<file path="src/sv/indexed_min_heap_defines.svh">
// Assertion macros for the indexed min-heap.
// Used by the top level only; no dependencies.
`ifndef INDEXED_MIN_HEAP_DEFINES_SVH
`define INDEXED_MIN_HEAP_DEFINES_SVH
`ifndef SYNTHESIS
`define IMH_ASSERT_IMPL(label, clk, rst_n, prop) \
  label: assert property (@(posedge clk) disable iff (!rst_n) prop) else $error("%m failed");
`define IMH_ASSERT_NEVER(label, clk, rst_n, cond) \
  label: assert property (@(posedge clk) disable iff (!rst_n) !(cond)) else $error("%m failed");
`else
`define IMH_ASSERT_IMPL(label, clk, rst_n, prop)
`define IMH_ASSERT_NEVER(label, clk, rst_n, cond)
`endif
`endif

</file>
<file path="src/sv/imh_pkg.sv">
// Shared types and constants for the indexed min-heap.
// No dependencies.
package imh_pkg;
  localparam int unsigned CAPACITY_DEF = 256;
  localparam int unsigned KEY_BITS_DEF = 32;
  localparam int unsigned ID_BITS = 8;
  localparam int unsigned ID_SPACE = 256;

  localparam logic [1:0] REQ_INSERT = 2'd0;
  localparam logic [1:0] REQ_ADJUST = 2'd1;
  localparam logic [1:0] REQ_REMOVE = 2'd2;

  localparam logic [1:0] ST_OK      = 2'd0;
  localparam logic [1:0] ST_FULL    = 2'd1;
  localparam logic [1:0] ST_ABSENT  = 2'd2;
  localparam logic [1:0] ST_PRESENT = 2'd3;

  // Command handed from the front to the back.
  typedef struct packed {
    logic [1:0]        req;
    logic [ID_BITS-1:0] id;
    logic [31:0]       key;
  } cmd_t;
endpackage

</file>
<file path="src/sv/imh_front.sv">
// Front end of the indexed min-heap: accepts requests into a short queue.
// Depends on imh_pkg.
module imh_front (
  input  logic          clk,
  input  logic          rst_n,
  input  logic          start,
  output logic          busy,
  input  imh_pkg::cmd_t in_cmd,
  output logic          q_valid,
  output imh_pkg::cmd_t q_cmd,
  input  logic          q_pop
);
  import imh_pkg::*;

  cmd_t       q_r [2];
  logic       wp_r, rp_r;
  logic [1:0] cnt_r;
  logic       push;

  assign busy    = (cnt_r == 2'd2);
  assign push    = start && !busy;
  assign q_valid = (cnt_r != 2'd0);
  assign q_cmd   = q_r[rp_r];

  always_ff @(posedge clk) begin
    if (push) q_r[wp_r] <= in_cmd;
    if (!rst_n) begin
      wp_r  <= 1'b0;
      rp_r  <= 1'b0;
      cnt_r <= 2'd0;
    end else begin
      if (push) wp_r <= ~wp_r;
      if (q_pop) rp_r <= ~rp_r;
      cnt_r <= cnt_r + 2'(push) - 2'(q_pop);
    end
  end
endmodule

</file>
<file path="config.mk">
export PLATFORM = sky130hd
export DESIGN_NAME = imh_front
export DESIGN_NICKNAME = d
export VERILOG_FILES = /design/src/sv/indexed_min_heap_defines.svh /design/src/sv/imh_pkg.sv /design/src/sv/imh_front.sv
export SDC_FILE = /design/constraint.sdc
export NUM_CORES = 1
export LEC_CHECK = 0
export BUFFER_PORTS_ARGS = -buffer_cell sky130_fd_sc_hd__buf_2
export CAP_MARGIN = 25
export CORE_AREA = 8 8 91 93
export CTS_CLUSTER_SIZE = 40
export DETAILED_ROUTE_END_ITERATION = 7
export DIE_AREA = 0 0 99 101
export PLACE_DENSITY = 0.82
export SYNTH_ARGS = -nofsm -noshare
export SYNTH_HDL_FRONTEND = slang
export SYNTH_SLANG_ARGS = --single-unit
</file>
<file path="constraint.sdc">
create_clock -name clk -period 3.2 [get_ports clk]
set_input_delay 0.48 -clock clk [delete_from_list [all_inputs] [get_ports clk]]
set_output_delay 0.48 -clock clk [all_outputs]
set_load 0.01 [all_outputs]
</file>
==> qor.csv, run 1 <==
metric;value;unit
Slew @ Worst Pin;560.0;ps
crit-path cells;buf_12, mux2_2, buf_2;
drt initial violations;53;
max_cap viols;0;
grt total ovfl;0;
Setup crit end kind;primary output;
hold buffer count at CTS;0;
Pwr Total;2.919;mW
Setup Buffers After CTS;0;
die width;99;um
drt drc;0;
final setup margin;960.5;ps
final hold slack;320.8;ps
clk buf depth;2;
asr flop ratio synth;0;
TritonCTS clock tree;yes;
Lkg Pwr;1.703;nW
ant diodes;0;
# rows;31;
Post-Route WL;5935;um
routability cong.;0.6830;
Slew HR;0.6266;
clock latency on the worst-skew pair;340;ps
initial antenna violation count;0;
Clk Tree Root Cell;clkbuf_8;
largest net degree at the start of global routing;43;
skew final;11.84;ps
Boundary Pins;90;
Max Fanout on Critical Path;31;
FMAX;0.4465;GHz
crit path DAT;1760;ps
fin crit share;0.6998;
Top FF cell, synth;edfxtp_1;
number of global-route vias before repair;1761;
Die Ht;101;um
setup TNS;0;ps
Fin. Hold Viols;0;
final std cells w/o fill;341;
CP Data Required Time;2720;ps
Setup WS pre-CTS;1307;ps
Reg clk slew, reported paths;90;ps
worst min path class;in -> reg;
Synth Warn #;0;
WL per Instance;17.40;um
ANT nets after route;0;
most common cell after layout, fill and taps aside;buf_2;
minimum clock period;2240;ps
synthesized area;0.003463;mm2
core area;0.006943;mm2
Synth cell types;17;
status;finished, final reports clean;
RSZ-0062 raised after global routing;no;
DP Cell Count;324;
PostCTS Resize Cnt;0;
PD cells;696.0;mW/mm2
EDFF count, synth;84;
Seq/Total Area, Yosys;0.7572;
Critical Path Source Type;flop;
Layout area overhead;21.10;%
Die Footprint;0.009999;mm2
layout cell share with drive strength beyond 1;0.5946;
# H-tree levels;3;
Via density;4.903;
via count;1672;
post-layout util;0.6041;
detailed placer's ending HPWL;4099;um
CTS Buf Count;9;
slowest CP cell;dfxtp_2;
Setup-failing EPs final;0;
Finished Cell Area;0.004194;mm2
Pre-antenna DRT Iters;4;
Synth Net Count;204;
WS Path Type;reg -> out;
# clock sinks;89;
first-pass GRT wire length;9218;um
All-Layer GR Usage;0.1215;
Layout Nets;302;
Pins Over Slew Limit;0;
Synth Instances;156;
Starting Density;0.4988;
syn_area_per_cell;22.20;um2
VDD IR max;504.5;uV
input/output buffers;89;
most frequent cells in the layout;89 x buf_2, 84 x edfxtp_1, 40 x mux2_4, 9 x clkbuf_8, 4 x dfxtp_1;
#FFs+latches synth;89;
Placed Area;0.003958;mm2
Worst path max stage delay;590;ps
[Yosys cell counts, types with 2 or more instances]
cell type	n	area, um2
nand2b_1	2	12.51
edfxtp_1	84	2522
mux2_2	2	22.52
mux2_4	40	600.6
dfxtp_1	5	100.1
inv_1	3	11.26
nand2_1	2	7.510
buf_12	4	80.08
nor2_1	4	15.01
xnor2_1	2	17.52
ha_1	2	25.02
[per-layer routing]
layer,vias to the layer above,track usage,share of wire
met5,-,0,0
met4,0,0.05313,0.011
met3,5,0.04696,0.060
met2,56,0.1944,0.48
met1,816,0.1425,0.45
li1,795,-,-
[cell families after synthesis]
logic type / count (synthesis) / share of synthesized area
XOR/XNOR: 3 / 0.007588
adder cells (fa/ha/maj): 2 / 0.007224
buffers and inverters: 8 / 0.02962
flip-flops: 89 / 0.7572
multiplexers: 43 / 0.1828
AND/OR/NAND/NOR: 11 / 0.01554
[final cells by class]
type,count,area (um2)
multi-input combinational,59,747.0
inverter,3,11.26
timing repair buffer,92,493.0
tap,82,102.6
clock inverter,7,92.59
clock buffer,9,123.9
sequential,89,2624
fill,529,2749
[worst max-delay path: cells and delay by family, from the launching register on]
family,cells,cell delay [ps]
flops,1,590
buf+inv,2,430
mux,1,370
[sequential cells by signal (all words and copies together) (netlist names), named ones only]
register  count
cnt_r         2
q_r          84
rp_r          1
wp_r          1
[path summary, 6_finish.rpt]
path | slack (ps) | from | end | cells after the start
setup / recovery | 960 | flop | q_cmd[41] | 3
hold reg to reg | 520 | rp_r$_SDFFE_PN0P_ | rp_r$_SDFFE_PN0P_ | 2
hold / removal | 320 | in_cmd[39] | q_r[0][39]$_DFFE_PP_ | 1
setup reg to reg | 1590 | cnt_r[0]$_SDFF_PN0_ | cnt_r[1]$_SDFF_PN0_ | 8
[power by group]
part           internal (mW)  switching [mW]
registers               1.47          0.0563
logic                  0.284           0.282
clock network          0.441           0.382
(Power assumes the default switching activity.)
==> run 2: changes to the inputs <==
--- a/config.mk
+++ b/config.mk
@@ -7,11 +7,11 @@
 export LEC_CHECK = 0
 export BUFFER_PORTS_ARGS = -buffer_cell sky130_fd_sc_hd__buf_2
 export CAP_MARGIN = 25
-export CORE_AREA = 8 8 91 93
+export CORE_AREA = 8 8 95 97
 export CTS_CLUSTER_SIZE = 40
 export DETAILED_ROUTE_END_ITERATION = 7
-export DIE_AREA = 0 0 99 101
-export PLACE_DENSITY = 0.82
+export DIE_AREA = 0 0 103 105
+export PLACE_DENSITY = 0.79
 export SYNTH_ARGS = -nofsm -noshare
 export SYNTH_HDL_FRONTEND = slang
 export SYNTH_SLANG_ARGS = --single-unit
==> constraint.sdc (replaced) <==
create_clock -name clk -period 2 [get_ports clk]
set_input_delay 0.3 -clock clk [delete_from_list [all_inputs] [get_ports clk]]
set_output_delay 0.3 -clock clk [all_outputs]
set_load 0.01 [all_outputs]
==> run 2 against run 1 <==
Effect of this change:
- final cell count rose by 6.7%
- sequential cell count unchanged
- cell area up 0.72%
- first-iteration DRC count up 7.5%
- sequential share of layout area shrank 0.44 points
- setup slack lost 800 ps
- routed wire length down 4.0%
- critical endpoint is now q_cmd[0]
- die area increased by 8.2%
- global-route usage decreased by 1.2 points
- combinational power is 62% higher
- core utilization shrank 4.3 points
- sequential power grew 59%
==> qor.csv, run 2 (synthesis results as in run 1) <==
metric;value;unit;change
Layout Nets;305;;was 302
Slew HR;0.7718;;was 0.6266
die width;103;um;was 99 um
Setup crit end kind;primary output;;unchanged
CP Data Required Time;1700;ps;was 2720 ps
skew final;9.791;ps;was 11.84 ps
Die Ht;105;um;was 101 um
final hold slack;141.0;ps;was 320.8 ps
Lkg Pwr;1.703;nW;about the same
Setup Buffers After CTS;0;;unchanged
worst min path class;in -> reg;;unchanged
via count;1674;;was 1672
most frequent cells in the layout;89 x buf_2, 84 x edfxtp_1, 40 x mux2_4, 9 x clkbuf_8, 5 x buf_4;;was 89 x buf_2, 84 x edfxtp_1, 40 x mux2_4, 9 x clkbuf_8, 4 x dfxtp_1
crit-path cells;buf_4, mux2_2, buf_2;;was buf_12, mux2_2, buf_2
ANT nets after route;0;;unchanged
setup TNS;0;ps;unchanged
initial antenna violation count;0;;unchanged
Setup-failing EPs final;0;;unchanged
Layout area overhead;21.97;%;was 21.10%
# rows;32;;was 31
All-Layer GR Usage;0.1091;;was 0.1215
detailed placer's ending HPWL;4122;um;was 4099 um
Pre-antenna DRT Iters;4;;unchanged
Largest regs;q_r x84, cnt_r x2;;unchanged
PostCTS Resize Cnt;0;;unchanged
Pins Over Slew Limit;0;;unchanged
Finished Cell Area;0.004224;mm2;was 0.004194 mm2
status;finished, final reports clean;;unchanged
routability cong.;0.6566;;was 0.6830
Boundary Pins;90;;unchanged
most common cell after layout, fill and taps aside;buf_2;;unchanged
VDD IR max;621.6;uV;was 504.5 uV
RSZ-0062 raised after global routing;no;;unchanged
drt drc;0;;unchanged
grt total ovfl;0;;unchanged
Starting Density;0.4601;;was 0.4988
clock latency on the worst-skew pair;340;ps;about the same
WS Path Type;reg -> out;;unchanged
slowest CP cell;mux2_2;;was dfxtp_2
layout cell share with drive strength beyond 1;0.5878;;was 0.5946
core area;0.007527;mm2;was 0.006943 mm2
# clock sinks;89;;unchanged
PD cells;1098;mW/mm2;was 696.0 mW/mm2
input/output buffers;89;;unchanged
max reg flops;84;;unchanged
TritonCTS clock tree;yes;;unchanged
max_cap viols;0;;unchanged
Critical Path Source Type;flop;;unchanged
# H-tree levels;3;;unchanged
Reg clk slew, reported paths;80;ps;was 90 ps
Clk Tree Root Cell;clkbuf_8;;unchanged
crit path DAT;1540;ps;was 1760 ps
Die Footprint;0.01082;mm2;was 0.009999 mm2
# fillers;649;;was 529
fin crit share;0.9211;;
minimum clock period;1842;ps;
Setup WS pre-CTS;361.9;ps;was 1307 ps
FMAX;0.5428;GHz;
worst reg2reg path startpoint;cnt_r[0]$_SDFF_PN0_;;unchanged
Slew @ Worst Pin;342.3;ps;was 560.0 ps
HP Start;in_cmd[3];;was in_cmd[39]
Via density;4.599;;was 4.903
hold buffer count at CTS;0;;unchanged
final setup margin;157.8;ps;was 960.5 ps
Worst path max stage delay;380;ps;was 590 ps
Max Fanout on Critical Path;18;;was 31
first-pass GRT wire length;8838;um;was 9218 um
clk buf depth;2;;unchanged
largest net degree at the start of global routing;25;;was 43
Placed Area;0.004013;mm2;was 0.003958 mm2
Post-Route WL;5696;um;was 5935 um
Biggest register;q_r;;unchanged
CTS Buf Count;9;;unchanged
Fin. Hold Viols;0;;unchanged
drt initial violations;57;;was 53
number of global-route vias before repair;1853;;was 1761
WL per Instance;15.65;um;was 17.40 um
ant diodes;0;;unchanged
## run 2: through the flow
stage                     instances  utilization  power [mW]
after floorplan                 156            -       3.083
after global placement          348       0.5331       3.385
after detailed placement        348       0.5331       3.420
after CTS                       364       0.5612       4.706
after global routing            364       0.5612       4.858
final                           364       0.5612       4.638
## run 2: critical path, delay by kind of cell, from the launching register on
family                 cells  cell delay, ps
flip-flops                 1             350
buffers and inverters      2             470
multiplexers               1             380
## run 2: cell type report
type | count | area, um2 | area share
timing repair buffer | 95 | 503.0 | 0.1191
multi-input combinational | 59 | 747.0 | 0.1768
clock buffer | 11 | 131.4 | 0.03110
tap | 102 | 127.6 | 0.03021
inverter | 3 | 11.26 | 0.002666
sequential | 89 | 2624 | 0.6212
clock inverter | 5 | 80.08 | 0.01896
## run 2: layer usage
| metal | vias up | GRT usage | share of wire |
|---|---|---|---|
| met4 | 0 | 0.04343 | 0.012 |
| li1 | 798 | - | - |
| met3 | 7 | 0.04512 | 0.083 |
| met2 | 54 | 0.1933 | 0.53 |
| met1 | 815 | 0.1092 | 0.37 |
| met5 | - | 0 | 0 |
## run 2: report_power, final
group          leakage (nW)  internal, mW  total (mW)  switching [mW]
logic                 0.777         0.461       0.919           0.458
clock network         0.101         0.703        1.29           0.584
registers             0.825          2.36        2.43          0.0757
## run 2: final timing paths
path	end	slack [ps]	depth (start not counted)
worst min register to register	flop	520	2
worst max register to register	cnt_r[1]$_SDFF_PN0_	350	8
worst max-delay path	q_cmd[0]	160	3
worst min-delay path	q_r[1][3]$_DFFE_PP_	140	1
==> run 3: changes to the inputs <==
--- a/config.mk
+++ b/config.mk
@@ -7,11 +7,12 @@
 export LEC_CHECK = 0
 export BUFFER_PORTS_ARGS = -buffer_cell sky130_fd_sc_hd__buf_2
 export CAP_MARGIN = 25
-export CORE_AREA = 8 8 95 97
+export CORE_AREA = 8 8 94 96
+export CTS_BUF_LIST = sky130_fd_sc_hd__clkbuf_8
 export CTS_CLUSTER_SIZE = 40
 export DETAILED_ROUTE_END_ITERATION = 7
-export DIE_AREA = 0 0 103 105
-export PLACE_DENSITY = 0.79
+export DIE_AREA = 0 0 102 104
+export PLACE_DENSITY = 0.81
 export SYNTH_ARGS = -nofsm -noshare
 export SYNTH_HDL_FRONTEND = slang
 export SYNTH_SLANG_ARGS = --single-unit
==> run 3 against run 2 <==
Effect of this change:
- global-route usage increased by 0.62 points
- clock power decreased by 8%
- worst hold slack got worse by 1.6 ps
- clock-buffer cell count decreased by 2
- die area decreased by 1.9%
- sequential share of layout area increased by 0.28 points
- final cell count unchanged
==> qor.csv, run 3 (synthesis results as in run 1) <==
metric;value;unit;change
most frequent cells in the layout;89 x buf_2, 84 x edfxtp_1, 40 x mux2_4, 9 x clkbuf_8, 5 x buf_4;;unchanged
Boundary Pins;90;;unchanged
Setup crit end kind;primary output;;unchanged
Hold Path End;q_r[1][35]$_DFFE_PP_;;was q_r[1][3]$_DFFE_PP_
worst min path class;in -> reg;;unchanged
slack of the worst reg-to-reg path;390;ps;was 350 ps
crit path DAT;1550;ps;was 1540 ps
Via density;4.637;;was 4.599
Max Fanout on Critical Path;17;;was 18
Pwr Total;4.551;mW;was 4.638 mW
final setup margin;152.2;ps;was 157.8 ps
VDD IR max;649.3;uV;was 621.6 uV
Post-Route WL;6014;um;was 5696 um
initial antenna violation count;0;;unchanged
# rows;32;;unchanged
FMAX;0.5412;GHz;was 0.5428 GHz
fin crit share;0.9239;;was 0.9211
die width;102;um;was 103 um
crit-path cells;buf_4, mux2_2, buf_2;;unchanged
max_cap viols;0;;unchanged
minimum clock period;1848;ps;was 1842 ps
drt drc;0;;unchanged
PostCTS Resize Cnt;0;;unchanged
Die Ht;104;um;was 105 um
Setup Buffers After CTS;0;;unchanged
Worst path top cell family by delay;buffers and inverters;;unchanged
TritonCTS clock tree;yes;;unchanged
Layout area overhead;21.42;%;was 21.97%
Critical Path Source Type;flop;;unchanged
Largest regs;q_r x84, cnt_r x2;;unchanged
HP Start;in_cmd[35];;was in_cmd[3]
setup TNS;0;ps;unchanged
PD cells;1082;mW/mm2;was 1098 mW/mm2
Slew @ Worst Pin;329.7;ps;was 342.3 ps
Top Layer Used;met4;;unchanged
worst reg2reg path startpoint;cnt_r[0]$_SDFF_PN0_;;unchanged
largest net degree at the start of global routing;26;;was 25
Pins Over Slew Limit;0;;unchanged
Setup-failing EPs final;0;;unchanged
ant diodes;0;;unchanged
CTS Buf Count;9;;unchanged
Clk Tree Root Cell;clkbuf_8;;unchanged
drt initial violations;63;;was 57
metal1 wirelength;2362;um;was 2112 um
RSZ-0062 raised after global routing;no;;unchanged
Worst path max stage delay;390;ps;was 380 ps
Slew HR;0.7802;;was 0.7718
clock latency on the worst-skew pair;340;ps;about the same
layout cell share with drive strength beyond 1;0.5916;;was 0.5878
most common cell after layout, fill and taps aside;buf_2;;unchanged
status;finished, final reports clean;;unchanged
Reg clk slew, reported paths;90;ps;was 80 ps
skew final;12.14;ps;was 9.791 ps
routability cong.;0.6322;;was 0.6566
first-pass GRT wire length;9218;um;was 8838 um
Starting Density;0.4651;;was 0.4601
Lkg Pwr;1.701;nW;was 1.703 nW
Pre-antenna DRT Iters;4;;unchanged
hold buffer count at CTS;0;;unchanged
post-layout util;0.5647;;was 0.5612
WL per Instance;16.52;um;was 15.65 um
WS Path Type;reg -> out;;unchanged
via count;1688;;was 1674
# clock sinks;89;;unchanged
CP Data Required Time;1700;ps;about the same
Buffers & Inverters on Critical Path;2;;unchanged
DP Cell Count;348;;unchanged
R2R cell count;8;;unchanged
# H-tree levels;3;;unchanged
Fin. Hold Viols;0;;unchanged
final std cells w/o fill;364;;unchanged
input/output buffers;89;;unchanged
Die Footprint;0.01061;mm2;was 0.01082 mm2
core area;0.007447;mm2;was 0.007527 mm2
reg2reg end;cnt_r[1]$_SDFF_PN0_;;unchanged
ANT nets after route;0;;unchanged
# fillers;619;;was 649
hold path cells;1;;unchanged
Setup WS pre-CTS;394.3;ps;was 361.9 ps
slowest CP cell;mux2_2;;unchanged
grt total ovfl;0;;unchanged
detailed placer's ending HPWL;4309;um;was 4122 um
max reg flops;84;;unchanged
number of global-route vias before repair;1890;;was 1853
Layout Nets;305;;unchanged
metal3 WL;352;um;was 471 um
met2 wire len;3220;um;was 3041 um
Biggest register;q_r;;unchanged
clk buf depth;2;;unchanged
All-Layer GR Usage;0.1153;;was 0.1091
## run 3: worst max-delay path by stage
stage                        startpoint                  end  slack, ps  depth (start not counted)
floorplan           cnt_r[0]$_SDFF_PN0_  q_r[1][0]$_DFFE_PP_         80                          2
global placement    cnt_r[0]$_SDFF_PN0_  cnt_r[1]$_SDFF_PN0_        480                          8
detailed placement  cnt_r[0]$_SDFF_PN0_  cnt_r[1]$_SDFF_PN0_        390                          8
CTS                                flop            q_cmd[41]        110                          3
global route                       flop            q_cmd[41]         70                          3
finish                             flop            q_cmd[41]        150                          3
## run 3: power breakdown
group	switching, mW	internal (mW)
Sequential	0.0787	2.36
Combinational	0.466	0.460
Clock	0.611	0.578
## run 3: worst reg2reg max path, delay by kind of cell (launching register included)
family | cells | cell delay, ps
buffers and inverters | 1 | 40
DFF | 1 | 350
and+or+nand+nor | 3 | 350
adders and majority gates | 2 | 480
xor gates and xnor gates | 2 | 300
## run 3: layout make-up
type                            count  area (um2)  area share
Tap cell                          102       127.6     0.03035
Inverter                            3       11.26    0.002678
Clock inverter                      7       68.82     0.01636
Multi-Input combinational cell     59       747.0      0.1776
Timing Repair Buffer               95       503.0      0.1196
Clock buffer                        9       123.9     0.02946
Sequential cell                    89        2624      0.6239
## run 3: routing by layer
layer	GRT usage	vias to the layer above
li1	-	801
met1	0.1152	824
met2	0.2062	55
met3	0.03949	8
met4	0.05247	0
met5	0	-
## run 3: stage by stage
step / hold slack (ps) / area, um2
finish: 139.4 / 4205
global route: 112.8 / 4205
CTS: 120.6 / 4205
detailed placement: 492.0 / 4013
global placement: 487.7 / 4013
floorplan: 398.9 / 3471
